==> src/rtl/core/gpiorb_pkg.sv <==
// ----------------------------------------------------------------------------
// gpiorb_pkg
// Shared constants, register map and beat types of the GPIO register block.
// ----------------------------------------------------------------------------
package gpiorb_pkg;

   // pins actually implemented (0..53); port fields stay at FIELD_PINS bits
   localparam int NUM_PINS      = 54;
   localparam int FIELD_PINS    = 54;
   localparam int DATA_W        = 32;
   localparam int WORD_IDX_W    = 6;
   localparam int FSEL_W        = 3;
   localparam int PULL_W        = 2;
   localparam int PINS_PER_WORD = 10;
   localparam int FSEL_WORDS    = 6;

   localparam logic [63:0] PIN_MASK64 = (64'd1 << NUM_PINS) - 64'd1;

   // register map, word index = byte offset / 4
   localparam logic [WORD_IDX_W-1:0] W_SET0    = WORD_IDX_W'(32'h1c >> 2);
   localparam logic [WORD_IDX_W-1:0] W_SET1    = WORD_IDX_W'((32'h1c >> 2) + 1);
   localparam logic [WORD_IDX_W-1:0] W_CLR0    = WORD_IDX_W'(32'h28 >> 2);
   localparam logic [WORD_IDX_W-1:0] W_CLR1    = WORD_IDX_W'((32'h28 >> 2) + 1);
   localparam logic [WORD_IDX_W-1:0] W_LEV0    = WORD_IDX_W'(32'h34 >> 2);
   localparam logic [WORD_IDX_W-1:0] W_LEV1    = WORD_IDX_W'((32'h34 >> 2) + 1);
   localparam logic [WORD_IDX_W-1:0] W_PUD     = WORD_IDX_W'(32'h94 >> 2);
   localparam logic [WORD_IDX_W-1:0] W_PUDCLK0 = WORD_IDX_W'(32'h98 >> 2);
   localparam logic [WORD_IDX_W-1:0] W_PUDCLK1 = WORD_IDX_W'((32'h98 >> 2) + 1);

   localparam logic [FSEL_W-1:0] FSEL_OUTPUT = 3'd1;
   localparam logic [PULL_W-1:0] PULL_DOWN   = 2'd1;
   localparam logic [PULL_W-1:0] PULL_UP     = 2'd2;

   typedef struct packed {
      logic                  req_type;
      logic [WORD_IDX_W-1:0] word_index;
      logic [DATA_W-1:0]     wdata;
      logic [FIELD_PINS-1:0] pin_in;
   } req_beat_type;

   typedef struct packed {
      logic [DATA_W-1:0]     rdata;
      logic [FIELD_PINS-1:0] pin_drive_level;
      logic [FIELD_PINS-1:0] pin_drive_enable;
      logic [FIELD_PINS-1:0] pull_up_mask;
      logic [FIELD_PINS-1:0] pull_down_mask;
   } rsp_beat_type;

endpackage

==> src/rtl/core/gpiorb_if.sv <==
// ----------------------------------------------------------------------------
// gpiorb_if
// Valid/ready channel interfaces for bus access beats and result beats.
// ----------------------------------------------------------------------------
interface gpiorb_req_if;
   import gpiorb_pkg::*;
   logic                  valid;
   logic                  ready;
   logic                  req_type;
   logic [WORD_IDX_W-1:0] word_index;
   logic [DATA_W-1:0]     wdata;
   logic [FIELD_PINS-1:0] pin_in;

   modport source (output valid, req_type, word_index, wdata, pin_in, input ready);
   modport sink   (input valid, req_type, word_index, wdata, pin_in, output ready);
endinterface

interface gpiorb_rsp_if;
   import gpiorb_pkg::*;
   logic                  valid;
   logic                  ready;
   logic [DATA_W-1:0]     rdata;
   logic [FIELD_PINS-1:0] pin_drive_level;
   logic [FIELD_PINS-1:0] pin_drive_enable;
   logic [FIELD_PINS-1:0] pull_up_mask;
   logic [FIELD_PINS-1:0] pull_down_mask;

   modport source (output valid, rdata, pin_drive_level, pin_drive_enable,
                   pull_up_mask, pull_down_mask, input ready);
   modport sink   (input valid, rdata, pin_drive_level, pin_drive_enable,
                   pull_up_mask, pull_down_mask, output ready);
endinterface

==> src/rtl/core/gpio_register_block_top.sv <==
// ----------------------------------------------------------------------------
// gpio_register_block_top
// GPIO register block: function select, set/clear latch, levels and pulls.
// ----------------------------------------------------------------------------
// Usage:
//  - req_bus carries one bus access per beat: read/write flag, word index,
//    write data and the sampled pin levels. A beat moves when valid and
//    ready are both high at a rising clock edge.
//  - rsp_bus returns exactly one result beat per access, in order: read
//    data (zero for writes and unmapped words) and the pin drive, enable
//    and pull masks as they stand after that access.
//  - Path: an access taken at a rising edge waits in the input register;
//    its result beat is loaded into the result register when that is
//    free, and leaves from there.
//  - Throughput: one access per cycle while rsp ready stays high; the decode
//    and state update are combinational between the two registers.
//  - Stall: the result register holds its beat while rsp ready is low; the
//    input register still takes one more access, then req ready drops.
//  - Reset (synchronous, active high) empties both registers and returns
//    every pin to input, no pull, output latch clear, pull control zero.
// ----------------------------------------------------------------------------
module gpio_register_block_top (
   input logic          clock,
   input logic          reset,
   gpiorb_req_if.sink   req_bus,
   gpiorb_rsp_if.source rsp_bus
);
   import gpiorb_pkg::*;

   req_beat_type in_beat, held_beat;
   rsp_beat_type rsp_next, out_beat;
   logic         held_valid;
   logic         out_free;
   logic         advance;

   assign in_beat.req_type   = req_bus.req_type;
   assign in_beat.word_index = req_bus.word_index;
   assign in_beat.wdata      = req_bus.wdata;
   assign in_beat.pin_in     = req_bus.pin_in;

   // an access updates state only as its result enters the result register
   assign advance = held_valid && out_free;

   gpiorb_in_stage u_in (
      .clock      (clock),
      .reset      (reset),
      .in_valid   (req_bus.valid),
      .in_ready   (req_bus.ready),
      .in_beat    (in_beat),
      .advance    (advance),
      .held_valid (held_valid),
      .held_beat  (held_beat)
   );

   gpiorb_core u_core (
      .clock    (clock),
      .reset    (reset),
      .advance  (advance),
      .req      (held_beat),
      .rsp_next (rsp_next)
   );

   gpiorb_out_stage u_out (
      .clock     (clock),
      .reset     (reset),
      .load      (advance),
      .load_beat (rsp_next),
      .out_free  (out_free),
      .out_valid (rsp_bus.valid),
      .out_ready (rsp_bus.ready),
      .out_beat  (out_beat)
   );

   assign rsp_bus.rdata            = out_beat.rdata;
   assign rsp_bus.pin_drive_level  = out_beat.pin_drive_level;
   assign rsp_bus.pin_drive_enable = out_beat.pin_drive_enable;
   assign rsp_bus.pull_up_mask     = out_beat.pull_up_mask;
   assign rsp_bus.pull_down_mask   = out_beat.pull_down_mask;
endmodule

==> src/rtl/core/gpiorb_in_stage.sv <==
// ----------------------------------------------------------------------------
// gpiorb_in_stage
// Input register: holds one access beat until the core takes it.
// ----------------------------------------------------------------------------
module gpiorb_in_stage (
   input  logic                    clock,
   input  logic                    reset,
   input  logic                    in_valid,
   output logic                    in_ready,
   input  gpiorb_pkg::req_beat_type in_beat,
   input  logic                    advance,
   output logic                    held_valid,
   output gpiorb_pkg::req_beat_type held_beat
);
   import gpiorb_pkg::*;

   logic         valid_ff, valid_in;
   req_beat_type beat_ff;

   // free when empty or emptying this cycle
   assign in_ready = !valid_ff || advance;

   always_comb begin
      valid_in = valid_ff;
      if (advance) valid_in = 1'b0;
      if (in_valid && in_ready) valid_in = 1'b1;
   end

   always_ff @(posedge clock) begin
      if (reset) begin
         valid_ff <= 1'b0;
      end else begin
         valid_ff <= valid_in;
      end
   end

   always_ff @(posedge clock) begin
      if (in_valid && in_ready) begin
         beat_ff <= in_beat;
      end
   end

   assign held_valid = valid_ff;
   assign held_beat  = beat_ff;
endmodule

==> src/rtl/core/gpiorb_core.sv <==
// ----------------------------------------------------------------------------
// gpiorb_core
// Register state, address decode and next-result logic, one access per cycle while advance is high.
// ----------------------------------------------------------------------------
module gpiorb_core (
   input  logic                    clock,
   input  logic                    reset,
   input  logic                    advance,
   input  gpiorb_pkg::req_beat_type req,
   output gpiorb_pkg::rsp_beat_type rsp_next
);
   import gpiorb_pkg::*;

   logic [NUM_PINS-1:0][FSEL_W-1:0] fsel_ff, fsel_in;
   logic [NUM_PINS-1:0][PULL_W-1:0] pull_ff, pull_in;
   logic [NUM_PINS-1:0]             latch_ff, latch_in;
   logic [PULL_W-1:0]               pull_ctl_ff, pull_ctl_in;

   logic              wr;
   logic              bank_hi;
   logic [63:0]       bank_vec;
   logic [NUM_PINS-1:0] pin_bank;
   logic [63:0]       pins64;
   logic [DATA_W-1:0] rd;
   logic [63:0]       lvl64, en64, up64, dn64;

   always_comb begin
      wr       = req.req_type;
      bank_hi  = (req.word_index == W_SET1) || (req.word_index == W_CLR1) ||
                 (req.word_index == W_PUDCLK1);
      bank_vec = bank_hi ? {req.wdata, 32'h0} : {32'h0, req.wdata};
      pin_bank = bank_vec[NUM_PINS-1:0];
      pins64   = 64'(req.pin_in) & PIN_MASK64;

      fsel_in     = fsel_ff;
      latch_in    = latch_ff;
      pull_in     = pull_ff;
      pull_ctl_in = pull_ctl_ff;
      rd          = '0;

      case (req.word_index)
         W_SET0, W_SET1: begin
            if (wr) latch_in = latch_ff | pin_bank;
         end
         W_CLR0, W_CLR1: begin
            if (wr) latch_in = latch_ff & ~pin_bank;
         end
         W_LEV0: begin
            if (!wr) rd = pins64[31:0];
         end
         W_LEV1: begin
            if (!wr) rd = pins64[63:32];
         end
         W_PUD: begin
            if (wr) pull_ctl_in = req.wdata[PULL_W-1:0];
            else    rd = DATA_W'(pull_ctl_ff);
         end
         W_PUDCLK0, W_PUDCLK1: begin
            if (wr) begin
               for (int i = 0; i < NUM_PINS; i++) begin
                  if (pin_bank[i]) pull_in[i] = pull_ctl_ff;
               end
            end
         end
         default: begin
            // function select words; each pin sits at a fixed word and slot
            for (int p = 0; p < NUM_PINS; p++) begin
               if (req.word_index == WORD_IDX_W'(p / PINS_PER_WORD)) begin
                  if (wr)
                     fsel_in[p] = req.wdata[FSEL_W*(p % PINS_PER_WORD) +: FSEL_W];
                  else
                     rd[FSEL_W*(p % PINS_PER_WORD) +: FSEL_W] = fsel_ff[p];
               end
            end
         end
      endcase

      lvl64 = 64'(latch_in);
      en64  = '0;
      up64  = '0;
      dn64  = '0;
      for (int i = 0; i < NUM_PINS; i++) begin
         en64[i] = (fsel_in[i] == FSEL_OUTPUT);
         up64[i] = (pull_in[i] == PULL_UP);
         dn64[i] = (pull_in[i] == PULL_DOWN);
      end

      rsp_next.rdata            = wr ? '0 : rd;
      rsp_next.pin_drive_level  = lvl64[FIELD_PINS-1:0];
      rsp_next.pin_drive_enable = en64[FIELD_PINS-1:0];
      rsp_next.pull_up_mask     = up64[FIELD_PINS-1:0];
      rsp_next.pull_down_mask   = dn64[FIELD_PINS-1:0];
   end

   always_ff @(posedge clock) begin
      if (reset) begin
         fsel_ff     <= '0;
         pull_ff     <= '0;
         latch_ff    <= '0;
         pull_ctl_ff <= '0;
      end else if (advance) begin
         fsel_ff     <= fsel_in;
         pull_ff     <= pull_in;
         latch_ff    <= latch_in;
         pull_ctl_ff <= pull_ctl_in;
      end
   end
endmodule

==> src/rtl/core/gpiorb_out_stage.sv <==
// ----------------------------------------------------------------------------
// gpiorb_out_stage
// Result register: holds one result beat until the receiver takes it.
// ----------------------------------------------------------------------------
module gpiorb_out_stage (
   input  logic                    clock,
   input  logic                    reset,
   input  logic                    load,
   input  gpiorb_pkg::rsp_beat_type load_beat,
   output logic                    out_free,
   output logic                    out_valid,
   input  logic                    out_ready,
   output gpiorb_pkg::rsp_beat_type out_beat
);
   import gpiorb_pkg::*;

   logic         valid_ff, valid_in;
   rsp_beat_type beat_ff;

   assign out_free = !valid_ff || out_ready;

   always_comb begin
      valid_in = valid_ff;
      if (valid_ff && out_ready) valid_in = 1'b0;
      if (load) valid_in = 1'b1;
   end

   always_ff @(posedge clock) begin
      if (reset) begin
         valid_ff <= 1'b0;
      end else begin
         valid_ff <= valid_in;
      end
   end

   always_ff @(posedge clock) begin
      if (load) begin
         beat_ff <= load_beat;
      end
   end

   assign out_valid = valid_ff;
   assign out_beat  = beat_ff;
endmodule

==> src/flat_wrapper.sv <==
// flat-port wrapper written by rule: the top's interface ports become plain ports
module gpio_register_block_top_flat import gpiorb_pkg::*;
  (clock, reset, req_bus_valid, req_bus_req_type, req_bus_word_index, req_bus_wdata, req_bus_pin_in, req_bus_ready, rsp_bus_valid, rsp_bus_rdata, rsp_bus_pin_drive_level, rsp_bus_pin_drive_enable, rsp_bus_pull_up_mask, rsp_bus_pull_down_mask, rsp_bus_ready);
  gpiorb_req_if req_bus_i ();
  gpiorb_rsp_if rsp_bus_i ();
  input logic clock;
  input logic reset;
  input wire logic [$bits(req_bus_i.valid)-1:0] req_bus_valid;
  input wire logic [$bits(req_bus_i.req_type)-1:0] req_bus_req_type;
  input wire logic [$bits(req_bus_i.word_index)-1:0] req_bus_word_index;
  input wire logic [$bits(req_bus_i.wdata)-1:0] req_bus_wdata;
  input wire logic [$bits(req_bus_i.pin_in)-1:0] req_bus_pin_in;
  output wire logic [$bits(req_bus_i.ready)-1:0] req_bus_ready;
  output wire logic [$bits(rsp_bus_i.valid)-1:0] rsp_bus_valid;
  output wire logic [$bits(rsp_bus_i.rdata)-1:0] rsp_bus_rdata;
  output wire logic [$bits(rsp_bus_i.pin_drive_level)-1:0] rsp_bus_pin_drive_level;
  output wire logic [$bits(rsp_bus_i.pin_drive_enable)-1:0] rsp_bus_pin_drive_enable;
  output wire logic [$bits(rsp_bus_i.pull_up_mask)-1:0] rsp_bus_pull_up_mask;
  output wire logic [$bits(rsp_bus_i.pull_down_mask)-1:0] rsp_bus_pull_down_mask;
  input wire logic [$bits(rsp_bus_i.ready)-1:0] rsp_bus_ready;
  assign req_bus_i.valid = req_bus_valid;
  assign req_bus_i.req_type = req_bus_req_type;
  assign req_bus_i.word_index = req_bus_word_index;
  assign req_bus_i.wdata = req_bus_wdata;
  assign req_bus_i.pin_in = req_bus_pin_in;
  assign req_bus_ready = req_bus_i.ready;
  assign rsp_bus_valid = rsp_bus_i.valid;
  assign rsp_bus_rdata = rsp_bus_i.rdata;
  assign rsp_bus_pin_drive_level = rsp_bus_i.pin_drive_level;
  assign rsp_bus_pin_drive_enable = rsp_bus_i.pin_drive_enable;
  assign rsp_bus_pull_up_mask = rsp_bus_i.pull_up_mask;
  assign rsp_bus_pull_down_mask = rsp_bus_i.pull_down_mask;
  assign rsp_bus_i.ready = rsp_bus_ready;
  gpio_register_block_top u_core (.clock(clock), .reset(reset), .req_bus(req_bus_i), .rsp_bus(rsp_bus_i));
endmodule
==> config.mk <==
export PLATFORM = sky130hd
export DESIGN_NAME = gpio_register_block_top_flat
export DESIGN_NICKNAME = d
export VERILOG_FILES = /design/src/rtl/core/gpiorb_pkg.sv /design/src/rtl/core/gpiorb_if.sv /design/src/rtl/core/gpio_register_block_top.sv /design/src/rtl/core/gpiorb_in_stage.sv /design/src/rtl/core/gpiorb_core.sv /design/src/rtl/core/gpiorb_out_stage.sv /design/src/flat_wrapper.sv
export SDC_FILE = /design/constraint.sdc
export NUM_CORES = 1
export LEC_CHECK = 0
export BUFFER_PORTS_ARGS = -buffer_cell sky130_fd_sc_hd__buf_4
export CELL_PAD_IN_SITES_DETAIL_PLACEMENT = 1
export CELL_PAD_IN_SITES_GLOBAL_PLACEMENT = 2
export CORE_AREA = 2 2 272 274
export CTS_BUF_LIST = sky130_fd_sc_hd__clkbuf_8
export DETAILED_ROUTE_END_ITERATION = 16
export DIE_AREA = 0 0 274 276
export PLACE_DENSITY = 0.93
export SLEW_MARGIN = 15
export SYNTH_ARGS = -nofsm -noshare
export SYNTH_HDL_FRONTEND = slang
export SYNTH_HIERARCHICAL = 1
export SYNTH_SLANG_ARGS = --single-unit
==> constraint.sdc <==
create_clock -name clock -period 12.9 [get_ports clock]
set_clock_uncertainty 0.1 [all_clocks]
set_input_delay 1.935 -clock clock [delete_from_list [all_inputs] [get_ports clock]]
set_output_delay 1.935 -clock clock [all_outputs]
set_load 0.02 [all_outputs]
==> results by group <==
Setup path
  • Reg-to-Reg End: u_core/u_out/out_beat[161]
  • CP endpoint kind: primary output
  • Crit path required time: 10.86 ns
  • CP Class: in2out
  • Crit-path leading delay family: simple AND/OR/NAND/NOR gates
  • Cell count of the worst reg-to-reg path: 4
  • Slowest cell on crit path: and2_4
  • Flop2flop setup slack: 9.20 ns
  • Crit-path max cell delay: 0.71 ns
  • CP startpoint kind: input pin
  • Crit-path cells: buf_4 -> nand2b_4 -> and2_4 -> nand2b_4 -> buf_4
  • Max FO, Critical Path: 57
  • Reg2Reg Launch Point: u_core/u_in/held_beat[91]
  • Crit path DAT: 3.30 ns
  • CP bufs+invs: 2

Cells and area
  • Share of cells above drive strength 1: 21.1%
  • Commonest cells after routing, fill and taps aside: nand2_1 (390), buf_4 (381), edfxtp_1 (341)
  • Area delta synth->final: 20.1%
  • Most common cell after layout, fill and taps aside: nand2_1
  • Nets: 2,972
  • Design area: 0.0338 sq mm

Job
  • Max cap viols: 0

Status
  • Run status: finished clean

Power and ir drop
  • Power per cell area: 136 mW/mm^2
  • Pleak: 0.0123 uW
  • VDD IR max: 0.0000801 V

Clocking
  • Htree depth: 3
  • CTS Buffer Depth: 3
  • Root cell of the clock tree: clkbuf_8
  • Num CTS Buffers: 109
  • TritonCTS clock tree: yes
  • Hold-fix buffer count after cts: 0
  • Worst-path clk slew: 0.06 ns
  • Post-CTS Setup Inserts: 0
  • Clock latency on the worst-skew pair: 0.75 ns
  • Post-CTS Resized: 0
  • CTS Sinks: 669

Route
  • Via/cell ratio: 5.66
  • Final antenna-violating net count: 0
  • Drt initial violations: 2,029
  • WL/cell: 25.5 um
  • Total wire length: 100,000 um
  • Remaining DRCs: 0
  • Via Count: 22,300
  • 1st-pass router iterations: 7

Synth
  • Post-synth top flop: edfxtp_1
  • Simple-gate share of the synthesized area: 15.5%
  • Async SR Flop Fraction: 0%
  • Number of distinct library cells after synthesis: 55
  • Post-synthesis xor/xnor area fraction: 0%
  • Yosys top cell by area: edfxtp_1
  • Number of flops mapped to enable cells by yosys: 341
  • Post-Syn Area per Cell: 10.8 sq um
  • Yosys warns: 6
  • Post-synthesis sequential area ratio: 59.7%
  • Adder-Cell Fraction of Synth Area: 0%
  • Compound-Gate Fraction of Synth Area: 10.8%
  • Yosys top cell area share: 36.4%
  • Seq cells post-synth: 669
  • Post-Syn Area: 0.0281 sq mm
  • Cells after Synth: 2,602
  • Largest cells by area after synthesis: edfxtp_1 (36%), dfxtp_1 (23%), mux2i_1 (7.9%)
  • Syn nets: 2,699
  • Largest family of logic cells by synthesized area: simple AND/OR/NAND/NOR gates
  • Mux cell area share after synthesis: 10.3%

Timing
  • Setup violators final: 0
  • Max-slew violations: 0
  • Setup TNS: 0 ns
  • Minimum clock period: 5.34 ns
  • Max transition margin: 15.9%
  • F_max: 187 MHz
  • RSZ-0062 raised after global routing: false
  • Least-Margin Pin Slew: 1.26 ns
  • Final Hold Vio Count: 0
  • Final period utilization: 41.4%

Global routing
  • Remaining Overflow, GRT: 0
  • Initial antenna violation count: 5
  • Number of global-route vias before repair: 23,600
  • GRT Util Overall: 25.9%
  • Pin count of the biggest net entering global routing: 128
  • Wire length of the first global-routing pass: 149,000 um

Die
  • FP Rows: 99
  • Ports: 347
  • Chip Height: 276 um
  • Initial Util: 38.8%
  • Die ar.: 0.0756 sq mm
  • Core area: 0.0726 sq mm
  • Die X: 274 um

Placement
  • Port Buffers: 346
  • Placed Area: 0.0314 sq mm
  • Placer Congestion: 0.832
  • Post-DP HPWL: 66,000 um

Min path
  • Hold Path Class: reg2reg
  • Hold path endpoint: u_core/u_core/fsel_ff[78]
  • WHS Path Cells: 2
  • Hold path start: u_core/u_core/fsel_ff[78]
flip-flops by register name (all words and copies together) (netlist names):
name,flops
u_core/u_in/held_valid,1
u_core/u_out/out_valid,1
u_core/u_core/pull_ctl_ff,2
u_core/u_core/fsel_ff,162
u_core/u_core/latch_ff,54
u_core/u_in/held_beat,93
u_core/u_core/pull_ff,108
u_core/u_out/out_beat,248
area by class of cell:
type,instances,area (sq um)
Clock inverter,72,469
Tap cell,959,1200
Clock buffer,134,1840
Antenna cell,3,7.51
Inverter,21,78.8
Timing Repair Buffer,385,2930
Multi-Input combinational cell,1689,10400
Fill cell,7996,38800
Sequential cell,669,16800
metrics by stage:
step | setup WS [ns] | cells | utilization, % | hold WS (ns) | power, uW
2_1_floorplan | 2.03 | 2602 | - | 0.341 | 2530
3_3_place_gp | 7.57 | 3722 | 43.3 | 0.353 | 2670
3_5_place_dp | 7.54 | 3722 | 43.3 | 0.361 | 2680
4_1_cts | 7.52 | 3928 | 46.5 | 0.372 | 4610
5_1_grt | 7.47 | 3932 | 46.5 | 0.392 | 4720
6_report | 7.56 | 3932 | 46.5 | 0.373 | 4580
worst max path at each step:
stage	start	endpoint	slack, ns	depth (start not counted)
after global placement	rsp_bus_ready	req_bus_ready	7.57	5
after CTS	rsp_bus_ready	req_bus_ready	7.52	5
final	rsp_bus_ready	req_bus_ready	7.56	5
after detailed placement	rsp_bus_ready	req_bus_ready	7.54	5
after floorplan	rsp_bus_ready	req_bus_ready	2.03	3
after global routing	rsp_bus_ready	req_bus_ready	7.47	5
kinds of logic (layout without fill, tap and decap cells):
kind of cell | count (synthesis) | in the layout
and+or+nand+nor | 912 | 912
DFF | 669 | 669
AOI/OAI and AO/OA | 525 | 525
muxes | 252 | 252
buffers and inverters | 244 | 612
other | 0 | 3
routing by layer:
metal / vias to the layer above / wire (um) / GRT usage (%)
met4: 2 / 4170 / 12.4
li1: 9858 / - / -
met3: 221 / 6600 / 4.61
met1: 11300 / 40900 / 32.9
met5: - / 27 / 0
met2: 866 / 48600 / 42.5
worst reg2reg max path: stages, from the launching register on:
cell and delay, ns:
edfxtp_1 0.64, or4b_1 0.90, nor2_1 0.98, nand2_1 0.46
mux2i_1 0.40
cell usage after synthesis, drive strengths merged, types with 2 or more instances:
cell type and number:
a21oi 200, a221oi 15, a222oi 23, a22o 32
a22oi 9, a31o 3, a31oi 2, a32oi 2
and2 5, and3 4, buf 71, clkbuf 152
dfxtp 328, edfxtp 341, inv 21, mux2i 221
mux4 30, nand2 390, nand2b 116, nand3 48
nand4 44, nor2 171, nor2b 41, nor3 35
nor3b 18, nor4 3, nor4b 5, nor4bb 2
o21ai 235, o41ai 3, or2 3, or3 4
or3b 4, or4 3, or4b 13
power breakdown:
part           total [uW]  switching, uW  internal, uW  leakage (uW)
clock network        1940            879          1060       0.00134
registers            2350           56.5          2300       0.00599
logic                 285            197          88.1       0.00499
(Power assumes the default switching activity.)
